File: config.mk
export PLATFORM = sky130hd
export DESIGN_NAME = socks_request_parser
export DESIGN_NICKNAME = d
export VERILOG_FILES = /design/src/sockrp_pkg.sv /design/src/sockrp_core.sv /design/src/socks_request_parser.sv
export SDC_FILE = /design/constraint.sdc
export NUM_CORES = 1
export LEC_CHECK = 0
export ABC_AREA = 1
export BUFFER_PORTS_ARGS = -buffer_cell sky130_fd_sc_hd__buf_4
export CAP_MARGIN = 20
export CELL_PAD_IN_SITES_DETAIL_PLACEMENT = 1
export CELL_PAD_IN_SITES_GLOBAL_PLACEMENT = 1
export CORE_MARGIN = 2
export CORE_UTILIZATION = 35
export DETAILED_ROUTE_END_ITERATION = 12
export HOLD_SLACK_MARGIN = 0.1
export PLACE_DENSITY_LB_ADDON = 0.1
export SYNTH_ARGS = -nofsm -noshare
export SYNTH_HDL_FRONTEND = slang
export SYNTH_SLANG_ARGS = --single-unit
File: constraint.sdc
create_clock -name aclk -period 8.2 [get_ports aclk]
set_clock_uncertainty 0.2 [all_clocks]
set_input_delay 0.82 -clock aclk [delete_from_list [all_inputs] [get_ports aclk]]
set_output_delay 0.82 -clock aclk [all_outputs]
set_load 0.005 [all_outputs]
File: src/sockrp_pkg.sv
package sockrp_pkg;

    localparam int POS_W = 9;
    localparam int LEN_W = POS_W + 1;

    localparam logic [POS_W-1:0] POS_MAX           = 9'd511;
    localparam logic [POS_W-1:0] POS_VERSION       = 9'd0;
    localparam logic [POS_W-1:0] POS_COMMAND       = 9'd1;
    localparam logic [POS_W-1:0] POS_RESERVED      = 9'd2;
    localparam logic [POS_W-1:0] POS_ADDR_TYPE     = 9'd3;
    localparam logic [POS_W-1:0] ADDR_START        = 9'd4;
    localparam logic [POS_W-1:0] DOMAIN_DATA_START = 9'd5;
    localparam logic [POS_W-1:0] IPV4_PORT_POS     = 9'd8;
    localparam logic [POS_W-1:0] IPV6_PORT_POS     = 9'd20;

    localparam logic [LEN_W-1:0] MIN_LEN          = 10'd6;
    localparam logic [LEN_W-1:0] IPV4_LEN         = 10'd10;
    localparam logic [LEN_W-1:0] IPV6_LEN         = 10'd22;
    localparam logic [LEN_W-1:0] DOMAIN_FIXED_LEN = 10'd7;

    localparam logic [7:0] ATYP_IPV4      = 8'd1;
    localparam logic [7:0] ATYP_DOMAIN    = 8'd3;
    localparam logic [7:0] ATYP_IPV6      = 8'd4;
    localparam logic [7:0] CMD_CONNECT    = 8'd1;
    localparam logic [7:0] CMD_BIND       = 8'd2;
    localparam logic [7:0] CMD_UDP_ASSOC  = 8'd3;
    localparam logic [7:0] RESERVED_VALUE = 8'h00;

    localparam logic [2:0] ERR_NONE     = 3'd0;
    localparam logic [2:0] ERR_SHORT    = 3'd1;
    localparam logic [2:0] ERR_VERSION  = 3'd2;
    localparam logic [2:0] ERR_RESERVED = 3'd3;
    localparam logic [2:0] ERR_COMMAND  = 3'd4;
    localparam logic [2:0] ERR_ATYPE    = 3'd5;
    localparam logic [2:0] ERR_LENGTH   = 3'd6;

    localparam int CFG_INDEX_W = 8;
    localparam int CFG_DATA_W  = 8;
    localparam logic [CFG_INDEX_W-1:0] CFG_IDX_VERSION  = 8'd0;
    localparam logic [CFG_INDEX_W-1:0] CFG_IDX_CMD_MASK = 8'd1;

    localparam logic [7:0] VERSION_RESET  = 8'd5;
    localparam logic [2:0] CMD_MASK_RESET = 3'd7;

    typedef struct packed {
        logic [7:0] data_byte;
        logic       last_byte;
    } sockrp_in_t;

    typedef struct packed {
        logic        is_address_byte;
        logic [7:0]  address_byte;
        logic [7:0]  address_index;
        logic        message_done;
        logic        accepted;
        logic [2:0]  error_code;
        logic [7:0]  command_code;
        logic [7:0]  address_kind;
        logic [15:0] port_number;
    } sockrp_out_t;

    typedef struct packed {
        logic [7:0] supported_version;
        logic [2:0] command_enable_mask;
    } sockrp_cfg_t;

    function automatic logic [2:0] note_error(input logic [2:0] cur, input logic [2:0] code);
        logic [2:0] res;
        res = cur;
        if (cur == ERR_NONE || code < cur) begin
            res = code;
        end
        return res;
    endfunction

endpackage

File: src/sockrp_core.sv
module sockrp_core (
    input  logic                    aclk,
    input  logic                    aresetn,
    input  logic                    step,
    input  sockrp_pkg::sockrp_in_t  item,
    input  sockrp_pkg::sockrp_cfg_t cfg,
    output sockrp_pkg::sockrp_out_t result
);
    import sockrp_pkg::*;

    logic [POS_W-1:0] pos_reg;
    logic [2:0]       err_reg,   err_next;
    logic [7:0]       cmd_reg,   cmd_next;
    logic [7:0]       kind_reg,  kind_next;
    logic [7:0]       dlen_reg,  dlen_next;
    logic [7:0]       phigh_reg, phigh_next;
    logic [7:0]       plow_reg,  plow_next;

    logic [7:0]       b;
    logic             is_addr;
    logic [POS_W-1:0] addr_idx;
    logic [POS_W-1:0] port_pos;
    logic [POS_W-1:0] domain_end;
    logic             has_port;
    logic             cmd_ok;
    logic [LEN_W-1:0] total;
    logic [LEN_W-1:0] expect_len;
    logic [2:0]       err_out;

    assign b          = item.data_byte;
    assign domain_end = {1'b0, dlen_reg} + DOMAIN_DATA_START;
    assign cmd_ok     = (b == CMD_CONNECT   && cfg.command_enable_mask[0])
                     || (b == CMD_BIND      && cfg.command_enable_mask[1])
                     || (b == CMD_UDP_ASSOC && cfg.command_enable_mask[2]);

    always_comb begin
        err_next   = err_reg;
        cmd_next   = cmd_reg;
        kind_next  = kind_reg;
        dlen_next  = dlen_reg;
        phigh_next = phigh_reg;
        plow_next  = plow_reg;
        is_addr    = 1'b0;
        addr_idx   = '0;
        port_pos   = '0;
        has_port   = 1'b0;

        unique case (pos_reg)
            POS_VERSION: begin
                if (b != cfg.supported_version) begin
                    err_next = note_error(err_reg, ERR_VERSION);
                end
            end
            POS_COMMAND: begin
                cmd_next = b;
                if (!cmd_ok) begin
                    err_next = note_error(err_reg, ERR_COMMAND);
                end
            end
            POS_RESERVED: begin
                if (b != RESERVED_VALUE) begin
                    err_next = note_error(err_reg, ERR_RESERVED);
                end
            end
            POS_ADDR_TYPE: begin
                kind_next = b;
                if (b != ATYP_IPV4 && b != ATYP_DOMAIN && b != ATYP_IPV6) begin
                    err_next = note_error(err_reg, ERR_ATYPE);
                end
            end
            default: begin
                unique case (kind_reg)
                    ATYP_IPV4: begin
                        if (pos_reg < IPV4_PORT_POS) begin
                            is_addr  = 1'b1;
                            addr_idx = pos_reg - ADDR_START;
                        end
                        port_pos = IPV4_PORT_POS;
                        has_port = 1'b1;
                    end
                    ATYP_IPV6: begin
                        if (pos_reg < IPV6_PORT_POS) begin
                            is_addr  = 1'b1;
                            addr_idx = pos_reg - ADDR_START;
                        end
                        port_pos = IPV6_PORT_POS;
                        has_port = 1'b1;
                    end
                    ATYP_DOMAIN: begin
                        if (pos_reg == ADDR_START) begin
                            dlen_next = b;
                        end else if (pos_reg < domain_end) begin
                            is_addr  = 1'b1;
                            addr_idx = pos_reg - DOMAIN_DATA_START;
                        end
                        port_pos = domain_end;
                        has_port = 1'b1;
                    end
                    default: begin
                        has_port = 1'b0;
                    end
                endcase
                if (has_port) begin
                    if (pos_reg == port_pos) begin
                        phigh_next = b;
                    end else if (pos_reg == port_pos + 9'd1) begin
                        plow_next = b;
                    end
                end
            end
        endcase
    end

    assign total = {1'b0, pos_reg} + LEN_W'(1);

    always_comb begin
        if (kind_next == ATYP_IPV4) begin
            expect_len = IPV4_LEN;
        end else if (kind_next == ATYP_IPV6) begin
            expect_len = IPV6_LEN;
        end else begin
            expect_len = {2'b00, dlen_next} + DOMAIN_FIXED_LEN;
        end

        err_out = ERR_NONE;
        if (item.last_byte) begin
            if (total < MIN_LEN) begin
                err_out = ERR_SHORT;
            end else if (err_next != ERR_NONE) begin
                err_out = err_next;
            end else if (total != expect_len) begin
                err_out = ERR_LENGTH;
            end
        end
    end

    always_comb begin
        result.is_address_byte = is_addr;
        result.address_byte    = is_addr ? b : 8'd0;
        result.address_index   = addr_idx[7:0];
        result.message_done    = item.last_byte;
        result.accepted        = item.last_byte && (err_out == ERR_NONE);
        result.error_code      = err_out;
        result.command_code    = cmd_next;
        result.address_kind    = kind_next;
        result.port_number     = {phigh_next, plow_next};
    end

    always_ff @(posedge aclk) begin
        if (!aresetn) begin
            pos_reg   <= '0;
            err_reg   <= ERR_NONE;
            cmd_reg   <= '0;
            kind_reg  <= '0;
            dlen_reg  <= '0;
            phigh_reg <= '0;
            plow_reg  <= '0;
        end else if (step) begin
            if (item.last_byte) begin
                pos_reg   <= '0;
                err_reg   <= ERR_NONE;
                cmd_reg   <= '0;
                kind_reg  <= '0;
                dlen_reg  <= '0;
                phigh_reg <= '0;
                plow_reg  <= '0;
            end else begin
                if (pos_reg != POS_MAX) begin
                    pos_reg <= pos_reg + 9'd1;
                end
                err_reg   <= err_next;
                cmd_reg   <= cmd_next;
                kind_reg  <= kind_next;
                dlen_reg  <= dlen_next;
                phigh_reg <= phigh_next;
                plow_reg  <= plow_next;
            end
        end
    end

    a_last_clears: assert property (@(posedge aclk) disable iff (!aresetn)
        step && item.last_byte |=> pos_reg == '0 && err_reg == ERR_NONE && kind_reg == '0)
        else $error("state not cleared after final word");

    a_pos_advance: assert property (@(posedge aclk) disable iff (!aresetn)
        step && !item.last_byte && pos_reg != POS_MAX |=> pos_reg == $past(pos_reg) + 9'd1)
        else $error("position did not advance");

    a_pos_hold: assert property (@(posedge aclk) disable iff (!aresetn)
        !step |=> $stable(pos_reg) && $stable(err_reg))
        else $error("state moved without a word");

    a_accept_ok: assert property (@(posedge aclk) disable iff (!aresetn)
        result.accepted |-> result.message_done && result.error_code == ERR_NONE)
        else $error("accept flagged with error");

endmodule

File: src/socks_request_parser.sv
// An accepted word passes the input stage, then the result stage, to reach m_.
// Throughput: one word per cycle while m_ready is high; s_ready is then high too.
// Input and result stages each hold one word; stalls propagate stage by stage.
// Reset (aresetn low, synchronous) empties both stages, clears the parse state
// and loads supported_version = 5 and command_enable_mask = 7.
module socks_request_parser (
    input  logic                                aclk,
    input  logic                                aresetn,
    input  logic                                s_valid,
    output logic                                s_ready,
    input  sockrp_pkg::sockrp_in_t              s_data,
    output logic                                m_valid,
    input  logic                                m_ready,
    output sockrp_pkg::sockrp_out_t             m_data,
    input  logic                                cfg_valid,
    output logic                                cfg_ready,
    input  logic [sockrp_pkg::CFG_INDEX_W-1:0]  cfg_index,
    input  logic [sockrp_pkg::CFG_DATA_W-1:0]   cfg_data
);
    import sockrp_pkg::*;

    logic        in_valid_reg;
    sockrp_in_t  in_data_reg;
    logic        out_valid_reg;
    sockrp_out_t out_data_reg;
    sockrp_cfg_t cfg_reg;
    sockrp_out_t step_result;
    logic        adv;
    logic        step;

    assign adv       = !out_valid_reg || m_ready;
    assign step      = in_valid_reg && adv;
    assign s_ready   = !in_valid_reg || adv;
    assign cfg_ready = 1'b1;
    assign m_valid   = out_valid_reg;
    assign m_data    = out_data_reg;

    sockrp_core u_core (
        .aclk    (aclk),
        .aresetn (aresetn),
        .step    (step),
        .item    (in_data_reg),
        .cfg     (cfg_reg),
        .result  (step_result)
    );

    always_ff @(posedge aclk) begin
        if (!aresetn) begin
            cfg_reg.supported_version   <= VERSION_RESET;
            cfg_reg.command_enable_mask <= CMD_MASK_RESET;
        end else if (cfg_valid && cfg_ready) begin
            unique case (cfg_index)
                CFG_IDX_VERSION:  cfg_reg.supported_version   <= cfg_data[7:0];
                CFG_IDX_CMD_MASK: cfg_reg.command_enable_mask <= cfg_data[2:0];
                default: begin
                end
            endcase
        end
    end

    always_ff @(posedge aclk) begin
        if (!aresetn) begin
            in_valid_reg  <= 1'b0;
            out_valid_reg <= 1'b0;
        end else begin
            if (s_ready) begin
                in_valid_reg <= s_valid;
            end
            if (adv) begin
                out_valid_reg <= in_valid_reg;
            end
        end
    end

    always_ff @(posedge aclk) begin
        if (s_valid && s_ready) begin
            in_data_reg <= s_data;
        end
        if (step) begin
            out_data_reg <= step_result;
        end
    end

    a_step_to_out: assert property (@(posedge aclk) disable iff (!aresetn)
        step |=> m_valid)
        else $error("processed word missing at output");

    a_in_hold: assert property (@(posedge aclk) disable iff (!aresetn)
        in_valid_reg && !adv |=> in_valid_reg && $stable(in_data_reg))
        else $error("input stage lost a stalled word");

    a_reset_empty: assert property (@(posedge aclk)
        !aresetn |=> !m_valid && s_ready)
        else $error("stages not empty after reset");

endmodule

### After elaboration in Yosys (flattened, before gate mapping)

Index checks and enable logic that the tools add are counted.

| storage, ports and cells | value |
|---|---|
| register bits | 128 |
| bits of input ports | 30 |

| operators by class | value |
|---|---|
| $add $sub $neg | 7 |
| magnitude comparators | 8 |
| equal/unequal tests | 21 |
| muxes and demuxes | 50 |
| reductions and logical operators | 30 |

Operator list:

| cell | number |
|---|---|
| 8-bit two-way mux | 21 |
| 3-bit two-way mux | 13 |
| 8-bit by 1-bit == test with 1-bit output, second input constant | 4 |
| 9-bit two-way mux | 3 |
| 9-bit one-hot mux with 3 select lines | 1 |
| 8-bit by 2-bit == test with 1-bit output, second input constant | 3 |
| 8-bit one-hot mux with 3 select lines | 1 |
| 10-bit two-way mux | 2 |
| 8-bit by 3-bit adder with 9-bit output, second input constant | 2 |
| 9-bit by 1-bit adder with 9-bit output, second input constant | 2 |
| 9-bit by 2-bit == test with 1-bit output, second input constant | 2 |
| 9-bit == test | 2 |
| 8-bit by 3-bit == test with 1-bit output, second input constant | 2 |
| 8-bit by 3-bit subtractor with 8-bit output, second input constant | 2 |
| 3-bit one-hot mux with 4 select lines | 1 |
| 9-bit by 1-bit adder with 10-bit output, second input constant | 1 |
| 10-bit by 3-bit less-than comparator with 1-bit output, second input constant | 1 |
| 10-bit inequality test | 1 |
| 9-bit by 1-bit == test with 1-bit output, second input constant | 1 |
| 9-bit by 3-bit == test with 1-bit output, second input constant | 1 |
| 9-bit zero test | 1 |
| 9-bit by 4-bit less-than comparator with 1-bit output, second input constant | 1 |
| 9-bit by 5-bit less-than comparator with 1-bit output, second input constant | 1 |
| 9-bit less-than comparator | 1 |
| other kinds (20) | 46 |

### Longest topological paths before layout

Gate-level depths: netlist of the first run.

| depth | value |
|---|---|
| depth after elaboration | 14 |
| mapped depth | 23 |

### Modules after synthesis

From an unflattened synthesis of the first run, not the netlist that was laid out.

| second synthesis, totals | value |
|---|---|
| cell total of the unflattened synthesis | 1006 |
| area, all modules | 7606.0 sq um |

Modules (own cells, without submodules):

| module | times used | cells an instance | area an instance (sq um) |
|---|---|---|---|
| sockrp_core | 1 | 854 | 5112.4 |
| socks_request_parser | 1 | 152 | 2493.6 |

### Worst setup path after synthesis of the first run

OpenSTA, ideal clock, no wires.

| path | value |
|---|---|
| kind | in2reg |
| start point | input m_ready |
| end point | register u_core.pos_reg[3] |
| setup time | 0.128 ns |
| arrival | 2.909 ns |
| required time | 7.872 ns |
| setup slack | 4.963 ns |
| stages on the path | 7 |
| path buffers | 0 |
| cells stage by stage | inv_1 -> nand2_1 -> nand2_1 -> inv_1 -> nand2_1 -> a22oi_1 -> nor2_1 |

| between the ends | value |
|---|---|
| cells in the longest elaborated chain, start to end | 3 |

Ends and longest elaborated chain:

| element | line | source |
|---|---|---|
| start, declared | socks_request_parser.sv:13 | `input logic m_ready,` |
| 1-bit logical OR | socks_request_parser.sv:31 | `assign adv = !out_valid_reg \|\| m_ready;` |
| 1-bit logical AND | socks_request_parser.sv:32 | `assign step = in_valid_reg && adv;` |
| named net step | socks_request_parser.sv:29 | `logic step;` |
| 2-bit AND reduction (no line) | - |  |
| end signal, assigned | sockrp_core.sv:169 | `pos_reg <= pos_reg + 9'd1;` |
| end, declared | sockrp_core.sv:11 | `logic [POS_W-1:0] pos_reg;` |

The timed path passes the listed nets, and every way through them passes these cells.
A chain may end at the register's enable or synchronous reset.

==> results of run 1 <==
path summary, 6_finish.rpt:
check	end	slack, ns	cells past startpoint
setup / recovery	m_data[34]	4.44	19
hold reg to reg	u_core.plow_reg[1]	0.27	2
setup reg to reg	m_data[34]	4.44	19
hold / removal	u_core.plow_reg[1]	0.27	2
routing by layer:
| layer | global-route usage [%] | wire length, microns | vias to the layer above |
|---|---|---|---|
| li1 | - | - | 3394 |
| met1 | 27.1 | 10600 | 3211 |
| met2 | 35.2 | 10800 | 106 |
| met3 | 2.84 | 555 | 25 |
| met4 | 7.08 | 486 | 0 |
| met5 | 0 | 0 | - |
power by group through the flow:
stage | clock (mW) | combinational, mW | sequential, mW
after floorplan | 0 | 0.0487 | 0.708
after global placement | 0 | 0.101 | 0.710
after detailed placement | 0 | 0.101 | 0.710
after CTS | 0.763 | 0.102 | 0.696
after global routing | 0.791 | 0.112 | 0.698
final | 0.742 | 0.101 | 0.696
through the flow:
step,std cells,setup WS [ns],utilization (%),power [mW],hold slack (ns)
floorplan,994,4.96,-,0.757,0.229
global placement,1330,4.58,39.5,0.811,0.249
detailed placement,1330,4.46,39.5,0.811,0.257
CTS,1362,4.47,42.2,1.56,0.268
global route,1363,4.06,42.3,1.60,0.292
finish,1363,4.44,42.3,1.54,0.267
placed cells by master (no fill, tap or decap), drive strengths merged:
cell      count
a2111oi       1
a211oi        1
a21oi        76
a22oi         1
and2         10
buf          90
clkbuf       17
clkinv        3
clkinvlp      2
conb          1
dfxtp        65
edfxtp       63
ha           21
inv         118
nand2       291
nand3        97
nand3b        2
nand4        14
nor2        118
nor3          6
nor4          2
o21a          3
o21ai        43
o21bai        2
o22ai         1
or2           8
or4           1
xnor2        11
xor2         20
Yosys cell counts, types with 3 or more instances:
master / instances / area, sq um
nor3_1: 5 / 25.0
inv_2: 9 / 33.8
dfxtp_1: 65 / 1300
o21ai_2: 5 / 43.8
buf_6: 5 / 56.3
nor2_1: 104 / 390
o21a_1: 3 / 22.5
o21ai_1: 14 / 70.1
inv_1: 99 / 372
or2_2: 5 / 31.3
a21oi_1: 72 / 360
nor2_2: 8 / 50.1
edfxtp_1: 63 / 1890
nand2_1: 282 / 1060
nand3_1: 92 / 460
ha_1: 21 / 263
nand4_1: 14 / 87.6
a21oi_2: 4 / 35.0
nand2_2: 8 / 50.1
buf_4: 3 / 22.5
and2_1: 10 / 62.6
o21ai_0: 24 / 120
nor2_4: 4 / 45.0
nand3_2: 5 / 50.1
clkbuf_1: 19 / 71.3
xor2_1: 19 / 166
xnor2_1: 11 / 96.3
area by class of cell:
cell class,count,area (sq um)
clock inverters,15,143
inverters,108,405
repair buffers,90,688
clock buffers,17,425
flip-flops and latches,128,3190
multi-input cells,730,3670
well taps,275,344
fillers,2665,12100
kinds of logic after synthesis:
logic type               synth area share [%]
other                                  0.0505
buffers and inverters                    7.55
adder cells (fa/ha/maj)                  3.54
AND/OR/NAND/NOR                          32.7
XOR/XNOR                                 3.76
AO/OA/AOI/OAI                            9.44
flip-flops                               43.0
critical path, cell delays in order, from the launching register on:
cell      delay, ns
dfxtp_1        0.55
inv_1          0.26
ha_1           0.28
nand3_1        0.12
a21oi_2        0.10
nor2_4         0.33
nand2_2        0.20
nand2_1        0.14
nand2_2        0.09
ha_1           0.22
nand3_1        0.17
nand2_1        0.09
o21ai_1        0.17
nand3_1        0.10
nand2_1        0.07
nand2_1        0.06
nor2_1         0.10
nand2_1        0.07
o21bai_2       0.15
inv_1          0.05
==> impl_metrics.toml, run 1 <==
[status]
outcome = "complete, no violations"

[layout]
drive_gt1_share_pct = 16.4
largest_reg_flops = 54
antennaDiodeCount = 0
syn_to_final_growth_pct = 19.5
stdcell_area_sq_um = 8870
fin_nets = 1126

[floorplan]
die_x_microns = 150
rows = 53
dieHeight_microns = 150
pin_count = 87
fp.dieArea_sq_um = 22400
coreArea_sq_um = 21000
start_util_pct = 35.4

[power_and_ir_drop]
p_sw_share_pct = 26.8
p_per_area_nw_per_um2 = 173
ir_worst_vdd_uv = 121
p_clk_share_pct = 48.2
power_frac_comb_pct = 6.5
internal_power_mw = 1.13
power_switching_mw = 0.413
seqPwrFrac_pct = 45.2
p_leak_nw = 3.72

[yosys]
yosysUniqueCellTypes = 44
synthFlopType = "dfxtp_1"
synth_seq_cells = 128
post_synth.cell_area_avg_sq_um = 7.47
synth_nets = 1045
yosys_warnings = 0
synth_area_sq_um = 7430
yosysSeqAreaShare_pct = 43.0
async_reset_ff_share_pct = 0
synth_cells = 994
synth_edf_count = 63

[timing]
fin_crit_sh_pct = 45.8
report.final.hold_viol_count = 0
setup_viol = 0
worst_slew_pin_slew_ns = 0.982
max_freq_mhz = 266
max_slew_margin_pct = 34.1
maxSlewViolCount = 0
rsz0062_at_grt = "no"
finalSetupTns_ns = 0
min_period_ns = 3.76

[route]
vias = 6736
drcViolationCount = 0
first_iter_violations = 338
wl_per_cell_microns = 16.5
vias_per_cell = 4.94
postRouteAntennaNets = 0
wl_microns = 22500
first_pass_iters = 5

[worst_hold_path]
min_path_type = "reg2reg"
worstHoldStart = "u_core.plow_reg[1]"

[worst_setup_path]
start_kind = "register"
crit_path_end_kind = "register"
cp_max_fo = 16
worstPathRequired_ns = 8.19
critPathKind = "reg2reg"
arrival_ns = 3.74
timing.rr.start = "u_core.pos_reg[0]"
cp-startpoint = "u_core.pos_reg[0]"

[clock_network]
cts.path.max_buffers = 2
cts.sinks = 128
cts_tree = "yes"
cts_root_buf = "clkbuf_16"
cts_buffers = 17
path_clk_slew_ns = 0.07
cts_resized = 0
cts_max_level = 4
hold_buffers = 0
clk_latency_ns = 0.43
cts_setup_buffers = 0

[run]
drv_cap = 0

[global_route]
grt_overflow = 0
antenna_found_initial = 0
grt_pass1_vias = 6720
track_usage_pct = 20.7
grt_max_degree = 54
grt_pass1_wl_microns = 35800

[placement]
dp_hpwl_microns = 16600
placed_area_sq_um = 8290
place_congestion = 0.842
port_buffers = 85
No activity file was read; power rests on OpenSTA's default activity.
==> inputs of run 2 (changes only) <==
- clock period: 8.2 -> 3.8 ns (I/O delays scaled with it)
==> run 2 against run 1 <==
Compared with the run above: clock power increased by 130%; total power rose by 120%; combinational power rose by 140%; fmax rose by 9.6%; cell area is 4.1% higher; worst setup slack got worse by 4.1 ns; non-clock buffer count is 36 higher; routed wire length increased by 2.1%; sequential power rose by 120%.
==> impl_metrics.toml, run 2 (synthesis results as in run 1) <==
[status]
outcome = "complete, no violations"

[route]
postRouteAntennaNets = 0
first_iter_violations = 283
vias_per_cell = 4.92
drcViolationCount = 0
first_pass_iters = 4
wl_microns = 23000
wl_per_cell_microns = 16.4
vias = 6883

[timing]
max_slew_margin_pct = 55.0
fin_crit_sh_pct = 90.2
finalSetupTns_ns = 0
worst_slew_pin_slew_ns = 0.669
max_freq_mhz = 292
rsz0062_at_grt = "no"
report.final.hold_viol_count = 0
min_period_ns = 3.43
maxSlewViolCount = 0
setup_viol = 0

[worst_setup_path]
cp_slowest_stage_delay_ns = 0.41
cp_num_buf_inv = 2
start_kind = "register"
cp_top_family = "simple AND/OR/NAND/NOR gates"
critPathKind = "reg2reg"
cp_max_fo = 12
crit_path_end_kind = "register"
cp_common_cell = "nand2_1"
path_cells = "inv_2 -> ha_1 -> nand3_2 -> a21oi_2 -> nor2_4 -> nand2_2 -> nand2_1 -> nand2_2 -> ha_1 -> nand3_1 -> nand2_1 -> o21ai_1 -> nand3_1 -> nand2_1 -> nand2_1 -> nor2_1 -> nand2_1 -> o21bai_2 -> inv_1"
worstPathRequired_ns = 3.78
crit_slowest_cell = "dfxtp_1"
arrival_ns = 3.41

[clock_network]
cts_buffers = 17
cts.sinks = 128
cts.path.max_buffers = 2
path_clk_slew_ns = 0.07
cts_tree = "yes"
cts_root_buf = "clkbuf_16"
cts_max_level = 4
cts_setup_buffers = 0
clk_latency_ns = 0.43

[floorplan]
dieHeight_microns = 150
rows = 53
fp.dieArea_sq_um = 22400
start_util_pct = 35.4
die_x_microns = 150
pin_count = 87
coreArea_sq_um = 21000

[placement]
placed_area_sq_um = 8400
port_buffers = 85
place_congestion = 0.827
dp_hpwl_microns = 16900

[global_route]
grt_pass1_vias = 6797
antenna_found_initial = 0
grt_overflow = 0
grt_max_degree = 54
track_usage_pct = 21.3
grt_pass1_wl_microns = 36600

[layout]
layout_common_cells = "282 x nand2_1, 103 x nor2_1, 101 x buf_4"
fillers = 2628
syn_to_final_growth_pct = 24.4
antennaDiodeCount = 0
drive_gt1_share_pct = 17.1
largest_reg_flops = 54
fin_nets = 1162
area.sequential_sq_um = 3190
stdcell_area_sq_um = 9240
multi_input_area_sq_um = 3670
layout_commonest_cell = "nand2_1"
postLayoutCoreUtil_pct = 44.1

[worst_hold_path]
min_path_type = "in2reg"

[power_and_ir_drop]
ir_worst_vdd_uv = 272
p_per_area_nw_per_um2 = 370
p_leak_nw = 3.89

[run]
drv_cap = 0
-- run 2: cell types whose count changed in the layout (fill, tap and decap cells not counted), sizes merged --
cell,change
inv,-1
dlygate4sd3,+23
bufinv,+1
buf,+13
-- run 2: stage by stage --
| step | instances | total power, mW | hold WS [ns] | setup slack [ns] |
|---|---|---|---|---|
| 2_1_floorplan | 994 | 1.63 | 0.229 | 0.623 |
| 5_1_grt | 1399 | 3.55 | 0.244 | 0.00482 |
| 3_5_place_dp | 1343 | 1.76 | 0.257 | 0.387 |
| 4_1_cts | 1398 | 3.46 | 0.193 | 0.364 |
| 6_report | 1399 | 3.42 | 0.196 | 0.372 |
| 3_3_place_gp | 1343 | 1.75 | 0.247 | 0.465 |
-- run 2: timing repair --
| item | in CTS | in global routing |
|---|---|---|
| endpoints found under the setup margin | 0 | 1 |
| resized for setup | 0 | 1 |
| endpoints found under the hold margin | 22 | 0 |
| hold buffers | 23 | 0 |
-- run 2: worst min-delay path, cell delays in order --
cell and delay [ns]:
buf_4 0.12, inv_1 0.04, nor4_1 0.08, nand2_1 0.07
nand3_1 0.07
-- run 2: final cells by class --
| type | count | share of cell area (%) |
|---|---|---|
| clock buffers | 17 | 4.60 |
| multi-input cells | 730 | 39.8 |
| clock inverters | 15 | 1.84 |
| well taps | 275 | 3.72 |
| flip-flops and latches | 128 | 34.6 |
| repair buffers | 126 | 11.1 |
| inverters | 108 | 4.39 |
-- run 2: report_power, final --
group	leakage (nW)	total [mW]	switching [mW]	internal (mW)
Sequential	1.13	1.50	0.0190	1.48
Clock	0.287	1.68	0.738	0.937
Combinational	2.47	0.242	0.145	0.0974
-- run 2: path summary, 6_finish.rpt --
| kind | from | endpoint | slack [ns] | depth (start not counted) |
|---|---|---|---|---|
| worst max-delay path | u_core.pos_reg[2] | m_data[34] | 0.37 | 19 |
| worst min-delay path | cfg_index[0] | cfg_reg[0] | 0.20 | 5 |
| worst max register to register | u_core.pos_reg[2] | m_data[34] | 0.37 | 19 |
| worst min register to register | u_core.plow_reg[4] | u_core.plow_reg[4] | 0.27 | 2 |
-- run 2: metal layers --
layer | track usage [%] | up-vias | share of wire, %
li1 | - | 3470 | -
met5 | 0 | - | 0
met1 | 28.0 | 3285 | 46
met4 | 5.85 | 0 | 1.5
met3 | 3.41 | 21 | 3.2
met2 | 36.4 | 107 | 49
